<file path="config.mk">
export PLATFORM = sky130hd
export DESIGN_NAME = rrcpsi_ctrl
export DESIGN_NICKNAME = d
export VERILOG_FILES = /design/src/hdl/rrcpsi_pkg.sv /design/src/hdl/rrcpsi_ctrl.sv
export SDC_FILE = /design/constraint.sdc
export NUM_CORES = 1
export LEC_CHECK = 0
export ABC_CLOCK_PERIOD_IN_PS = 2400
export BUFFER_PORTS_ARGS = -buffer_cell sky130_fd_sc_hd__buf_2
export CAP_MARGIN = 10
export CORE_ASPECT_RATIO = 0.7
export CORE_MARGIN = 2
export CORE_UTILIZATION = 40
export DETAILED_ROUTE_END_ITERATION = 10
export GPL_ROUTABILITY_DRIVEN = 1
export GPL_TIMING_DRIVEN = 1
export PLACE_DENSITY_LB_ADDON = 0.08
export SKIP_CTS_REPAIR_TIMING = 1
export SYNTH_ARGS = -nofsm -noshare
export SYNTH_HDL_FRONTEND = slang
export SYNTH_SLANG_ARGS = --single-unit
</file>
<file path="constraint.sdc">
create_clock -name i_clk -period 2.4 [get_ports i_clk]
set_input_delay 0.24 -clock i_clk [delete_from_list [all_inputs] [get_ports i_clk]]
set_output_delay 0.24 -clock i_clk [all_outputs]
set_load 0.01 [all_outputs]
</file>
<file path="src/hdl/rrcpsi_pkg.sv">
// ----------------------------------------------------------------------------
// rrcpsi_pkg
// shared types, widths and codes of the rrc pulse shaping interpolator
// ----------------------------------------------------------------------------
package rrcpsi_pkg;

    localparam int DEF_MAX_SPS  = 16;
    localparam int DEF_MAX_SPAN = 16;
    localparam int DEF_MAX_TAPS = 256;

    localparam int SAMP_W    = 16;
    localparam int TAP_W     = 18;
    localparam int TIDX_W    = 8;
    localparam int CFG_W     = 5;
    localparam int CFG_IDX_W = 1;
    localparam int IN_DATA_W = 64;
    localparam int OUT_DATA_W = 32;

    typedef enum logic {
        OP_SYMBOL = 1'b0,
        OP_TAP    = 1'b1
    } t_op;

    typedef enum logic [CFG_IDX_W-1:0] {
        CFG_SPS  = 1'b0,
        CFG_SPAN = 1'b1
    } t_cfg_idx;

    typedef struct packed {
        logic hist_shift;
        logic tap_we;
        logic mac_valid;
        logic mac_first;
        logic mac_last;
        logic sym_last;
    } t_cmd;

    typedef struct packed {
        logic sample_loaded;
    } t_sts;

endpackage

</file>
<file path="src/hdl/rrcpsi_ctrl.sv">
// ----------------------------------------------------------------------------
// rrcpsi_ctrl
// config registers and sequencer: while a sample is summed, one mac per cycle over span taps per sample
// ----------------------------------------------------------------------------
module rrcpsi_ctrl #(
    parameter int MAX_SPS  = rrcpsi_pkg::DEF_MAX_SPS,
    parameter int MAX_SPAN = rrcpsi_pkg::DEF_MAX_SPAN,
    parameter int POS_W    = 9,
    parameter int J_W      = 4
) (
    input  logic                           i_clk,
    input  logic                           i_rst_n,
    input  logic                           i_cfg_valid,
    input  logic [rrcpsi_pkg::CFG_IDX_W-1:0] i_cfg_index,
    input  logic [rrcpsi_pkg::CFG_W-1:0]   i_cfg_data,
    input  logic                           i_in_valid,
    input  logic                           i_in_op,
    output logic                           o_in_ready,
    output rrcpsi_pkg::t_cmd               o_cmd,
    output logic [POS_W-1:0]               o_rd_pos,
    output logic [J_W-1:0]                 o_rd_j,
    input  rrcpsi_pkg::t_sts               i_sts
);
    import rrcpsi_pkg::*;

    localparam int SPS_W  = $clog2(MAX_SPS + 1);
    localparam int SPAN_W = $clog2(MAX_SPAN + 1);
    localparam int K_W    = (MAX_SPS > 1) ? $clog2(MAX_SPS) : 1;

    typedef enum logic [1:0] {
        S_IDLE,
        S_RUN,
        S_DRAIN
    } t_state;

    t_state             r_state;
    logic [CFG_W-1:0]   r_sps_raw;
    logic [CFG_W-1:0]   r_span_raw;
    logic [K_W-1:0]     r_k;
    logic [J_W-1:0]     r_j;
    logic [POS_W-1:0]   r_pos;
    logic [SPS_W-1:0]   sps_c;
    logic [SPAN_W-1:0]  span_c;
    logic               accept;
    logic               j_last;
    logic               k_last;

    always_comb begin
        if (r_sps_raw == '0) begin
            sps_c = SPS_W'(1);
        end else if (int'(r_sps_raw) > MAX_SPS) begin
            sps_c = SPS_W'(MAX_SPS);
        end else begin
            sps_c = SPS_W'(r_sps_raw);
        end
        if (r_span_raw == '0) begin
            span_c = SPAN_W'(1);
        end else if (int'(r_span_raw) > MAX_SPAN) begin
            span_c = SPAN_W'(MAX_SPAN);
        end else begin
            span_c = SPAN_W'(r_span_raw);
        end
    end

    assign o_in_ready = (r_state == S_IDLE);
    assign accept     = i_in_valid && o_in_ready;
    assign j_last     = (SPAN_W'(r_j) + SPAN_W'(1)) == span_c;
    assign k_last     = (SPS_W'(r_k) + SPS_W'(1)) == sps_c;

    assign o_cmd.hist_shift = accept && (t_op'(i_in_op) == OP_SYMBOL);
    assign o_cmd.tap_we     = accept && (t_op'(i_in_op) == OP_TAP);
    assign o_cmd.mac_valid  = (r_state == S_RUN);
    assign o_cmd.mac_first  = (r_j == '0);
    assign o_cmd.mac_last   = j_last;
    assign o_cmd.sym_last   = k_last;
    assign o_rd_pos         = r_pos;
    assign o_rd_j           = r_j;

    always_ff @(posedge i_clk) begin
        if (!i_rst_n) begin
            r_state    <= S_IDLE;
            r_sps_raw  <= CFG_W'(8);
            r_span_raw <= CFG_W'(8);
            r_k        <= '0;
            r_j        <= '0;
            r_pos      <= '0;
        end else begin
            if (i_cfg_valid) begin
                case (t_cfg_idx'(i_cfg_index))
                    CFG_SPS:  r_sps_raw  <= i_cfg_data;
                    CFG_SPAN: r_span_raw <= i_cfg_data;
                    default: ;
                endcase
            end
            case (r_state)
                S_IDLE: begin
                    if (o_cmd.hist_shift) begin
                        r_state <= S_RUN;
                        r_k     <= '0;
                        r_j     <= '0;
                        r_pos   <= '0;
                    end
                end
                S_RUN: begin
                    r_j   <= r_j + J_W'(1);
                    r_pos <= r_pos + POS_W'(sps_c);
                    if (j_last) begin
                        r_state <= S_DRAIN;
                    end
                end
                S_DRAIN: begin
                    if (i_sts.sample_loaded) begin
                        if (k_last) begin
                            r_state <= S_IDLE;
                        end else begin
                            r_state <= S_RUN;
                            r_k     <= r_k + K_W'(1);
                            r_j     <= '0;
                            r_pos   <= POS_W'(r_k) + POS_W'(1);
                        end
                    end
                end
                default: r_state <= S_IDLE;
            endcase
        end
    end

    a_load_in_drain: assert property (@(posedge i_clk) disable iff (!i_rst_n)
        i_sts.sample_loaded |-> r_state == S_DRAIN)
        else $error("sample loaded outside drain");
    a_run_to_drain: assert property (@(posedge i_clk) disable iff (!i_rst_n)
        (r_state == S_RUN && j_last) |=> r_state == S_DRAIN)
        else $error("last tap not followed by drain");
    a_symbol_starts_run: assert property (@(posedge i_clk) disable iff (!i_rst_n)
        o_cmd.hist_shift |=> (r_state == S_RUN && r_k == '0 && r_pos == '0))
        else $error("symbol did not start at sample zero");

endmodule

</file>
==> results of run 1 <==
-- placed cells by master (no fill, tap or decap), types with 3 or more instances in the layout --
cell type   n
buf_2      31
buf_4      27
nand2_1    25
dfxtp_1    25
a21oi_1    16
nor2_1     15
inv_1      14
nand3_1    13
ha_1       11
a31oi_1     8
nor2b_1     7
mux2i_1     6
clkbuf_8    6
o21ai_0     5
nand2b_1    5
a22oi_1     5
xor2_1      4
o22ai_1     4
and2_1      3
and3_1      3
o21bai_1    3
nor3_1      3
o2111ai_2   3
dfxtp_2     3
-- cells by family after synthesis --
family	count (synthesis)	synth area share, %
multiplexers	7	3.51
XOR/XNOR	8	4.92
AO/OA/AOI/OAI	70	23.6
AND/OR/NAND/NOR	94	24.4
adder cells (fa/ha/maj)	13	8.37
flip-flops	29	28.6
buffers and inverters	30	6.65
-- power by group --
part           switching [uW]  internal [uW]  total [uW]
logic                     310            218         528
registers                18.4            503         521
clock network             176            227         403
-- flip-flops by register name (all words and copies together), names as in the netlist --
register    cells
o_rd_j          4
r_k             4
o_rd_pos        9
r_state         2
r_span_raw      5
r_sps_raw       5
-- worst min-delay path: stages --
cell	delay, ps
buf_2	90
mux2i_1	60
nand2_1	60
-- path summary, 6_finish.rpt --
| check | to | slack [ps] |
|---|---|---|
| worst min-delay path | r_sps_raw[3]$_SDFFE_PN1P_ | 200 |
| worst max-delay path | o_rd_pos[8]$_SDFFE_PN0P_ | -110 |
| worst min register to register | o_rd_pos[8]$_SDFFE_PN0P_ | 480 |
| worst max register to register | o_rd_pos[8]$_SDFFE_PN0P_ | -110 |
-- cell type report --
type,count,area share (%)
timing repair buffer,59,14.3
clock buffer,7,3.34
inverter,15,2.18
sequential,29,22.8
tap,69,3.34
multi-input combinational,192,54.0
-- metrics by stage --
step / hold slack [ps] / setup WS, ps
finish: 204 / -112
CTS: 192 / -184
floorplan: 365 / -29.3
global route: 209 / -210
global placement: 474 / -34.0
detailed placement: 473 / -165
-- per-layer routing --
metal / GRT usage [%] / vias up / wire length [microns]
met4: 3.92 / 0 / 42
li1: - / 1007 / -
met3: 4.46 / 4 / 384
met1: 33.9 / 887 / 2940
met5: 0 / - / 0
met2: 25.9 / 53 / 2080
==> summary.md, run 1 <==
| Metric | Value |
|---|---|
| Crit path from | `r_sps_raw[3]$_SDFFE_PN1P_` |
| Slew HR | `65.4%` |
| Worst R2R Path Depth | `11` |
| Fin. max-slew vios | `0` |
| Leak | `around 0.0012 uW` |
| CP Max Fanout | `2` |
| RSZ-0062 raised after global routing | `yes` |
| Delay-heaviest family, CP | `simple AND/OR/NAND/NOR gates` |
| Worst Min Path Start | `i_cfg_data[3]` |
| DP Cell Count | `361` |
| Port bufs | `31` |
| Post-synth EDFFs | `0` |
| Top post-synthesis cells by area | `dfxtp_1 29%, ha_1 7.4%, nand2_1 4.6%` |
| WP data arrival | `approximately 2700 ps` |
| Final wirelength | `5450 microns` |
| Power per cell area | `563 nW/um^2` |
| Fillers | `501` |
| CTS tree | `built` |
| DRT Pass-1 Iters | `4` |
| Seq/Total Area, Yosys | `28.6%` |
| Type of origin of the critical path | `flip-flop` |
| Part of the cycle the worst path needs | `105%` |
| Critical Setup Path Class | `flip-flop to flip-flop` |
| Design area | `about 2600 sq um` |
| Die area | `~5700 sq um` |
| Async SR Flop Fraction | `0%` |
| Share of the synthesized area in the top cell type | `28.6%` |
| Final setup fails | `3` |
| Net count after synthesis | `approximately 280` |
| Core box area | `a little under 5000 sq um` |
| Yosys cell types | `54` |
| Sum Neg Setup Slack | `-187 ps` |
| Nets@finish | `327` |
| Worst hold path stage count | `3` |
| Row cnt | `21` |
| Status | `finished, violations left` |
| DIE HEIGHT | `63.7 microns` |
| Area of the multi-input gates | `1400 sq um` |
| Top-count cell post-synth | `dfxtp_1` |
| Critical path buffer and inverter count | `1` |
| Htree depth | `2` |
| Global-route wire length before repair | `8980 microns` |
| Crit path cell chain | `or4_4 > and2_4 > inv_2 > ha_4 > fa_2 > a21o_1 > a21oi_2 > nor2b_2 > o2111ai_2 > or3_1 > o22ai_1` |
| Worst Slack Setup Final | `-112 ps` |
| CP max stage delay | `between 500 and 600 ps` |
| Clk sink count | `29` |
| Largest net degree at the start of global routing | `22` |
| Ports | `32` |
| Total of warnings raised by yosys | `0` |
| Worst-path clk slew | `about 70 ps` |
| CTS Buf Count | `5` |
| Clk Latency, worst-skew pair | `280 ps` |
| Type of the tightest min-delay check | `primary input to flip-flop` |
| Final Hold Vio Count | `0` |
| GRT overflow | `0` |
| DR vias | `1951` |
| Worst EP required | `~2600 ps` |
| Initial core utilization | `42.1%` |
| Final Non-Filler Cells | `between 300 and 400` |
| Max cap viols | `0` |
| Synthesized flop and latch total | `29` |
| Clock buffer depth | `2` |
| Placer Congestion | `roughly 0.81` |
| Vias/cell | `5.26` |
| Worst slew pin tran | `512 ps` |
| Die width | `89.2 microns` |
| Crit end category | `flip-flop` |
| Drt initial violations | `169` |
| Placed cell area | `2380 sq um` |
| Tot Pwr | `roughly 1500 uW` |
| Clock skew | `around 9.1 ps` |
| Initial antenna violation count | `0` |
| Post-Synthesis Cells | `approximately 250` |
| CTS Root Cell | `clkbuf_8` |
| Vias in the first global route | `approximately 1800` |
| FF/Latch Area | `588 sq um` |
| Share of cells above drive strength 1 | `approximately a third` |
| Syn_area_per_cell | `8.10 sq um` |
| Failing checks | `negative setup slack` |
| Cell area after synthesis | `2030 sq um` |
| Post-DP HPWL | `~4000 microns` |
| DR WL/cell | `14.7 microns` |
| Area grow syn2layout | `27.0%` |
| Ys flop type | `dfxtp_1` |
| Yosys top cell by area | `dfxtp_1` |
| Fmax | `between 0.3 and 0.4 GHz` |
| Gr usage total | `20.4%` |
| Fin util | `a little over half` |
| Post-layout min period | `2510 ps` |
| DRT antenna net count | `0` |
| VDD IR-drop max | `265 uV` |
| DRC violations left | `0` |
| Worst r2r src | `r_sps_raw[3]$_SDFFE_PN1P_` |
| # diodes | `0` |
| Post-synth top cells | `29 x dfxtp_1, 25 x nand2_1, 18 x a21oi_1, 16 x nor2_1, 15 x inv_1` |
| Levels on crit path | `11` |
| CP max stage cell | `or4_4` |
No activity file was read; power rests on OpenSTA's default activity.
==> run 2, diff against run 1 <==
--- a/config.mk
+++ b/config.mk
@@ -5,7 +5,8 @@
 export SDC_FILE = /design/constraint.sdc
 export NUM_CORES = 1
 export LEC_CHECK = 0
-export ABC_CLOCK_PERIOD_IN_PS = 2400
+export ABC_AREA = 1
+export ABC_CLOCK_PERIOD_IN_PS = 3100
 export BUFFER_PORTS_ARGS = -buffer_cell sky130_fd_sc_hd__buf_2
 export CAP_MARGIN = 10
 export CORE_ASPECT_RATIO = 0.7
==> constraint.sdc (replaced) <==
create_clock -name i_clk -period 3.1 [get_ports i_clk]
set_input_delay 0.31 -clock i_clk [delete_from_list [all_inputs] [get_ports i_clk]]
set_output_delay 0.31 -clock i_clk [all_outputs]
set_load 0.01 [all_outputs]
==> run 2 against run 1 <==
  * The run now ends clean
  * First-iteration DRC count is 41% lower
  * Highest routed layer unchanged
  * Non-clock buffer count is 27 lower
  * Core utilization is 6.3 points lower
  * Cell area is 5.5% lower
  * Largest cell class unchanged
  * Die area is 4.2% higher
==> summary.md, run 2 <==
| Metric | Value |
|---|---|
| Sum Neg Setup Slack | `0 ps` |
| Post-DP HPWL | `4150 microns` |
| Clk sink count | `29` |
| Initial core utilization | `41.1%` |
| Clk Latency, worst-skew pair | `280 ps` |
| DR vias | `about 2100` |
| Top post-synthesis cells by area | `dfxtp_1 27%, nand2_1 13%, ha_1 7.1%` |
| GRT overflow | `0` |
| Worst Slack Setup Final | `between 800 and 900 ps` |
| CTS tree | `built` |
| Row cnt | `22` |
| Htree depth | `2` |
| Status | `finished, final reports clean` |
| Cell area after synthesis | `2120 sq um` |
| Ys flop type | `dfxtp_1` |
| Nets@finish | `371` |
| Most Crowded Layer GR | `met1` |
| DRT Pass-1 Iters | `4` |
| Slew HR | `76.8%` |
| Dpl ws | `963 ps` |
| Yosys cell types | `40` |
| Port bufs | `31` |
| VDD IR-drop max | `280 uV` |
| Post-Synthesis Cells | `315` |
| CP max stage cell | `dfxtp_1` |
| Post-synth top cells | `72 x nand2_1, 35 x inv_1, 32 x nor2_1, 30 x nand3_1, 29 x dfxtp_1` |
| Clock buffer depth | `2` |
| Ports | `32` |
| Fillers | `556` |
| CTS Root Cell | `clkbuf_8` |
| Worst EP required | `around 2800 ps` |
| Max cap viols | `0` |
| Net count after synthesis | `340` |
| Delay-heaviest family, CP | `flip-flops` |
| Post-layout min period | `2250 ps` |
| Post-synth EDFFs | `0` |
| Synthesized flop and latch total | `29` |
| Gr usage total | `19.4%` |
| Vias/cell | `4.95` |
| Core box area | `5170 sq um` |
| Sw Share | `about two fifths` |
| M1 GR Usage | `between 20% and 30%` |
| Largest register FFs | `9` |
| Leak | `0.00115 uW` |
| Final Hold Vio Count | `0` |
| Most common cell after layout, fill and taps aside | `nand2_1` |
| Critical Setup Path Class | `flip-flop to output pin` |
| Placer Congestion | `0.818` |
| CTS Buf Count | `5` |
| Commonest cells after routing, fill and taps aside | `72 x nand2_1, 35 x inv_1, 32 x nor2_1` |
| Type of the tightest min-delay check | `primary input to flip-flop` |
| Sequential power share | `30.0%` |
| Crit path cell chain | `inv_1 > ha_1 > xor2_1 > nand3_1 > nor2_1 > and3_1 > buf_2` |
| Share of the synthesized area in the top cell type | `27.3%` |
| Initial antenna violation count | `0` |
| Gate power share | `between 40% and 50%` |
| RSZ-0062 raised after global routing | `no` |
| Share of cells above drive strength 1 | `about a fifth` |
| Grt met2 use | `27.5%` |
| Top-count cell post-synth | `nand2_1` |
| Crit end category | `output pin` |
| Die width | `91.1 microns` |
| Psw | `772 uW` |
| Vias in the first global route | `1858` |
| Async SR Flop Fraction | `0%` |
| # diodes | `0` |
| Die area | `5920 sq um` |
| Critical path buffer and inverter count | `2` |
| CP max stage delay | `480 ps` |
| Largest net degree at the start of global routing | `23` |
| Reg2Reg Setup Slack | `about 940 ps` |
| WP data arrival | `1940 ps` |
| DIE HEIGHT | `around 65 microns` |
| Final setup fails | `0` |
| Met3 Track Usage GR | `between 6 and 7%` |
| Part of the cycle the worst path needs | `between 70% and 80%` |
| DR WL/cell | `12.6 microns` |
| CP Max Fanout | `8` |
| DRC violations left | `0` |
| Int Power | `1080 uW` |
| Yosys top cell by area | `dfxtp_1` |
| Worst slew pin tran | `~340 ps` |
| Type of origin of the critical path | `flip-flop` |
| Total of warnings raised by yosys | `0` |
| Clock skew | `4.95 ps` |
| Area grow syn2layout | `14.8%` |
| Fmax | `0.445 GHz` |
| DRT antenna net count | `0` |
| Drt initial violations | `99` |
| Syn_area_per_cell | `~6.7 sq um` |
| Fin. max-slew vios | `0` |
| Global-route wire length before repair | `approximately 8900 microns` |
| Worst-path clk slew | `roughly 70 ps` |
| Final wirelength | `5300 microns` |
| Power per cell area | `759 nW/um^2` |
| Seq/Total Area, Yosys | `a little over a quarter` |
| Clock share of power | `between 20% and 30%` |
## run 2: changes by cell type after synthesis, moves of 7 or more
cell,previous run,this run
nor2b_1,8,0
nand2_2,0,7
inv_1,15,35
nor2_2,0,10
clkbuf_1,9,2
nor2_1,16,32
nand3_1,13,30
nand2_1,25,72
a31oi_1,8,0
nand4_1,1,12
## run 2: layout make-up
cell class | instances | area (sq um) | share of cell area, %
clock buffers | 5 | 68.8 | 2.82
clock inverters | 3 | 65.1 | 2.67
inverters | 38 | 145 | 5.95
multi-input cells | 240 | 1330 | 54.4
flip-flops and latches | 29 | 581 | 23.8
well taps | 72 | 90.1 | 3.69
repair buffers | 32 | 163 | 6.67
## run 2: kinds of logic after synthesis
group / Yosys count / synth area share (%)
fa+ha+maj: 13 / 8.01
simple gates: 179 / 40.9
compound gates: 43 / 11.1
buf+inv: 46 / 10.2
flops: 29 / 27.3
xor+xnor: 5 / 2.42
## run 2: stage by stage
stage	hold WS, ps	util (%)	cell area (sq um)	cells	power (uW)
final	264	47.1	2440	419	1850
after global routing	267	47.1	2440	419	2000
after CTS	257	47.1	2440	419	1870
after detailed placement	468	44.5	2300	411	1380
after global placement	474	44.5	2300	411	1390
after floorplan	440	-	2120	315	1190
## run 2: worst paths after layout
check	from	end	cells after the start
max	o_rd_j[0]$_SDFFE_PN0P_	o_cmd[1]	7
min	i_cfg_data[3]	r_sps_raw[3]$_SDFFE_PN1P_	3
max reg2reg	r_sps_raw[4]$_SDFFE_PN0P_	o_rd_pos[8]$_SDFFE_PN0P_	14
min reg2reg	r_sps_raw[2]$_SDFFE_PN0P_	r_sps_raw[2]$_SDFFE_PN0P_	2
## run 2: layer usage
metal  wire, microns  up-vias
li1                -     1090
met1            2840      928
met2            2090       51
met3             330        4
met4              39        0
met5               0        -
## run 2: power groups by stage
| stage | registers [uW] | clock network, uW | logic (uW) |
|---|---|---|---|
| floorplan | 563 | 0 | 628 |
| finish | 555 | 473 | 823 |
| global route | 566 | 504 | 935 |
| detailed placement | 562 | 0 | 822 |
| CTS | 553 | 486 | 829 |
| global placement | 561 | 0 | 832 |
## run 2: worst register-to-register path: cells and delay by family, from the launching register on
family          cells  cell delay, ps
flops               1             420
buf+inv             1              90
compound gates      1              50
simple gates       10             850
fa+ha+maj           2             640
==> run 3, diff against run 2 <==
--- a/config.mk
+++ b/config.mk
@@ -6,7 +6,7 @@
 export NUM_CORES = 1
 export LEC_CHECK = 0
 export ABC_AREA = 1
-export ABC_CLOCK_PERIOD_IN_PS = 3100
+export ABC_CLOCK_PERIOD_IN_PS = 2100
 export BUFFER_PORTS_ARGS = -buffer_cell sky130_fd_sc_hd__buf_2
 export CAP_MARGIN = 10
 export CORE_ASPECT_RATIO = 0.7
==> constraint.sdc (replaced) <==
create_clock -name i_clk -period 2.1 [get_ports i_clk]
set_input_delay 0.21 -clock i_clk [delete_from_list [all_inputs] [get_ports i_clk]]
set_output_delay 0.21 -clock i_clk [all_outputs]
set_load 0.01 [all_outputs]
==> run 3 against run 2 <==
  * Clock power increased by 46%
  * Flip-flop and latch count unchanged
  * Sequential share of layout area down 0.46 points
  * Worst setup slack worse by 710 ps
  * Sequential power up 43%
  * Non-clock buffer count is 7 higher
  * Critical path depth up 7
==> summary.md, run 3 (synthesis results as in run 2) <==
| Metric | Value |
|---|---|
| Fillers | `about 560` |
| Nets@finish | `approximately 380` |
| Worst-path clk slew | `60 ps` |
| Crit end category | `flip-flop` |
| CTS tree | `built` |
| Htree depth | `2` |
| Placed cell area | `between 2000 and 2500 sq um` |
| Clk sink count | `29` |
| # diodes | `0` |
| CP max stage delay | `370 ps` |
| Delay-heaviest family, CP | `simple AND/OR/NAND/NOR gates` |
| DR vias | `2114` |
| Clk Latency, worst-skew pair | `280 ps` |
| Global-route wire length before repair | `around 9300 microns` |
| Post-layout min period | `1960 ps` |
| Dpl ws | `71.9 ps` |
| Commonest cells after routing, fill and taps aside | `72 x nand2_1, 35 x inv_1, 31 x buf_2` |
| Die area | `5920 sq um` |
| Post-DP HPWL | `4120 microns` |
| Gr usage total | `a little under 20%` |
| Die width | `approximately 91 microns` |
| Final Non-Filler Cells | `between 400 and 500` |
| Initial antenna violation count | `0` |
| Slew HR | `approximately 74%` |
| Area of the multi-input gates | `1330 sq um` |
| VDD IR-drop max | `452 uV` |
| Leak | `0.00119 uW` |
| CTS Root Cell | `clkbuf_8` |
| Type of origin of the critical path | `flip-flop` |
| Fmax | `0.511 GHz` |
| Clock buffer depth | `2` |
| Power per cell area | `between 1000 and 1500 nW/um^2` |
| Critical path buffer and inverter count | `1` |
| Worst slew pin tran | `392 ps` |
| CP max stage cell | `fa_2` |
| DRT antenna net count | `0` |
| Core box area | `approximately 5200 sq um` |
| Crit path cell chain | `inv_2 > nand3_1 > nand2_1 > ha_1 > fa_2 > nand3_1 > nand3_1 > nand2_1 > nand2_1 > nor2_1 > nand3b_1 > nor2_1 > nand2_1 > a21oi_2` |
| Placer Congestion | `~0.87` |
| DP Cell Count | `between 400 and 500` |
| RSZ-0062 raised after global routing | `yes` |
| DIE HEIGHT | `~65 microns` |
| Final wirelength | `5230 microns` |
| Final setup fails | `0` |
| Share of cells above drive strength 1 | `24.0%` |
| Final Hold Vio Count | `0` |
| Part of the cycle the worst path needs | `93.2%` |
| Worst EP required | `between 2000 and 2500 ps` |
| Critical Setup Path Class | `flip-flop to flip-flop` |
| Vias/cell | `between 4 and 5` |
| CP Max Fanout | `6` |
| Most common cell after layout, fill and taps aside | `nand2_1` |
| Clock skew | `1.82 ps` |
| Initial core utilization | `41.1%` |
| Ports | `32` |
| Type of the tightest min-delay check | `primary input to flip-flop` |
| FF/Latch Area | `about 580 sq um` |
| DRC violations left | `0` |
| Cell mode on critical path | `nand2_1` |
| Status | `finished, final reports clean` |
| Design area | `2500 sq um` |
| Drt initial violations | `156` |
| Sum Neg Setup Slack | `0 ps` |
| WP data arrival | `about 2100 ps` |
| Hold slack | `172 ps` |
| Largest register FFs | `9` |
| GRT overflow | `0` |
| Port bufs | `31` |
| Row cnt | `22` |
| Worst Slack Setup Final | `between 100 and 150 ps` |
| DRT Pass-1 Iters | `4` |
| Vias in the first global route | `slightly below 2000` |
| DR WL/cell | `12.3 microns` |
| Max cap viols | `0` |
| CTS Buf Count | `5` |
| Area grow syn2layout | `17.8%` |
| Largest net degree at the start of global routing | `23` |
| Fin. max-slew vios | `0` |
-- run 3: changes by cell type in the layout (fill, tap and decap cells not counted), sizes merged --
cell	previous run	this run
buf	32	39
-- run 3: routing by layer --
metal / GRT usage, % / wire length [microns]
met1: 29.4 / 2910
met4: 5.30 / 50
met3: 4.30 / 258
met2: 28.4 / 2020
met5: 0 / 0
-- run 3: area by class of cell --
type | count | share of cell area [%]
sequential | 29 | 23.3
clock inverter | 3 | 2.60
timing repair buffer | 39 | 8.60
multi-input combinational | 240 | 53.3
tap | 72 | 3.60
clock buffer | 5 | 2.75
inverter | 38 | 5.80
-- run 3: worst paths after layout --
check	start	endpoint	cells past startpoint	slack, ps
min reg2reg	r_sps_raw[0]$_SDFFE_PN0P_	r_sps_raw[0]$_SDFFE_PN0P_	2	490
max reg2reg	r_sps_raw[4]$_SDFFE_PN0P_	o_rd_pos[8]$_SDFFE_PN0P_	14	140
min	i_cfg_data[3]	r_span_raw[3]$_SDFFE_PN1P_	3	170
max	r_sps_raw[4]$_SDFFE_PN0P_	o_rd_pos[8]$_SDFFE_PN0P_	14	140
-- run 3: worst register-to-register path: cells and delay by family (launching register included) --
family,cells,cell delay [ps]
AO/OA/AOI/OAI,1,50
adder cells (fa/ha/maj),2,580
buffers and inverters,1,60
flip-flops,1,330
AND/OR/NAND/NOR,10,810
-- run 3: power breakdown --
part / switching (uW) / internal [uW]
Combinational: 775 / 493
Sequential: 134 / 661
Clock: 219 / 471
-- run 3: per-stage QoR --
step | utilization [%] | total power, uW
after floorplan | - | 1760
after global placement | 45.6 | 2080
after detailed placement | 45.6 | 2070
after CTS | 48.1 | 2770
after global routing | 48.4 | 3000
final | 48.4 | 2750
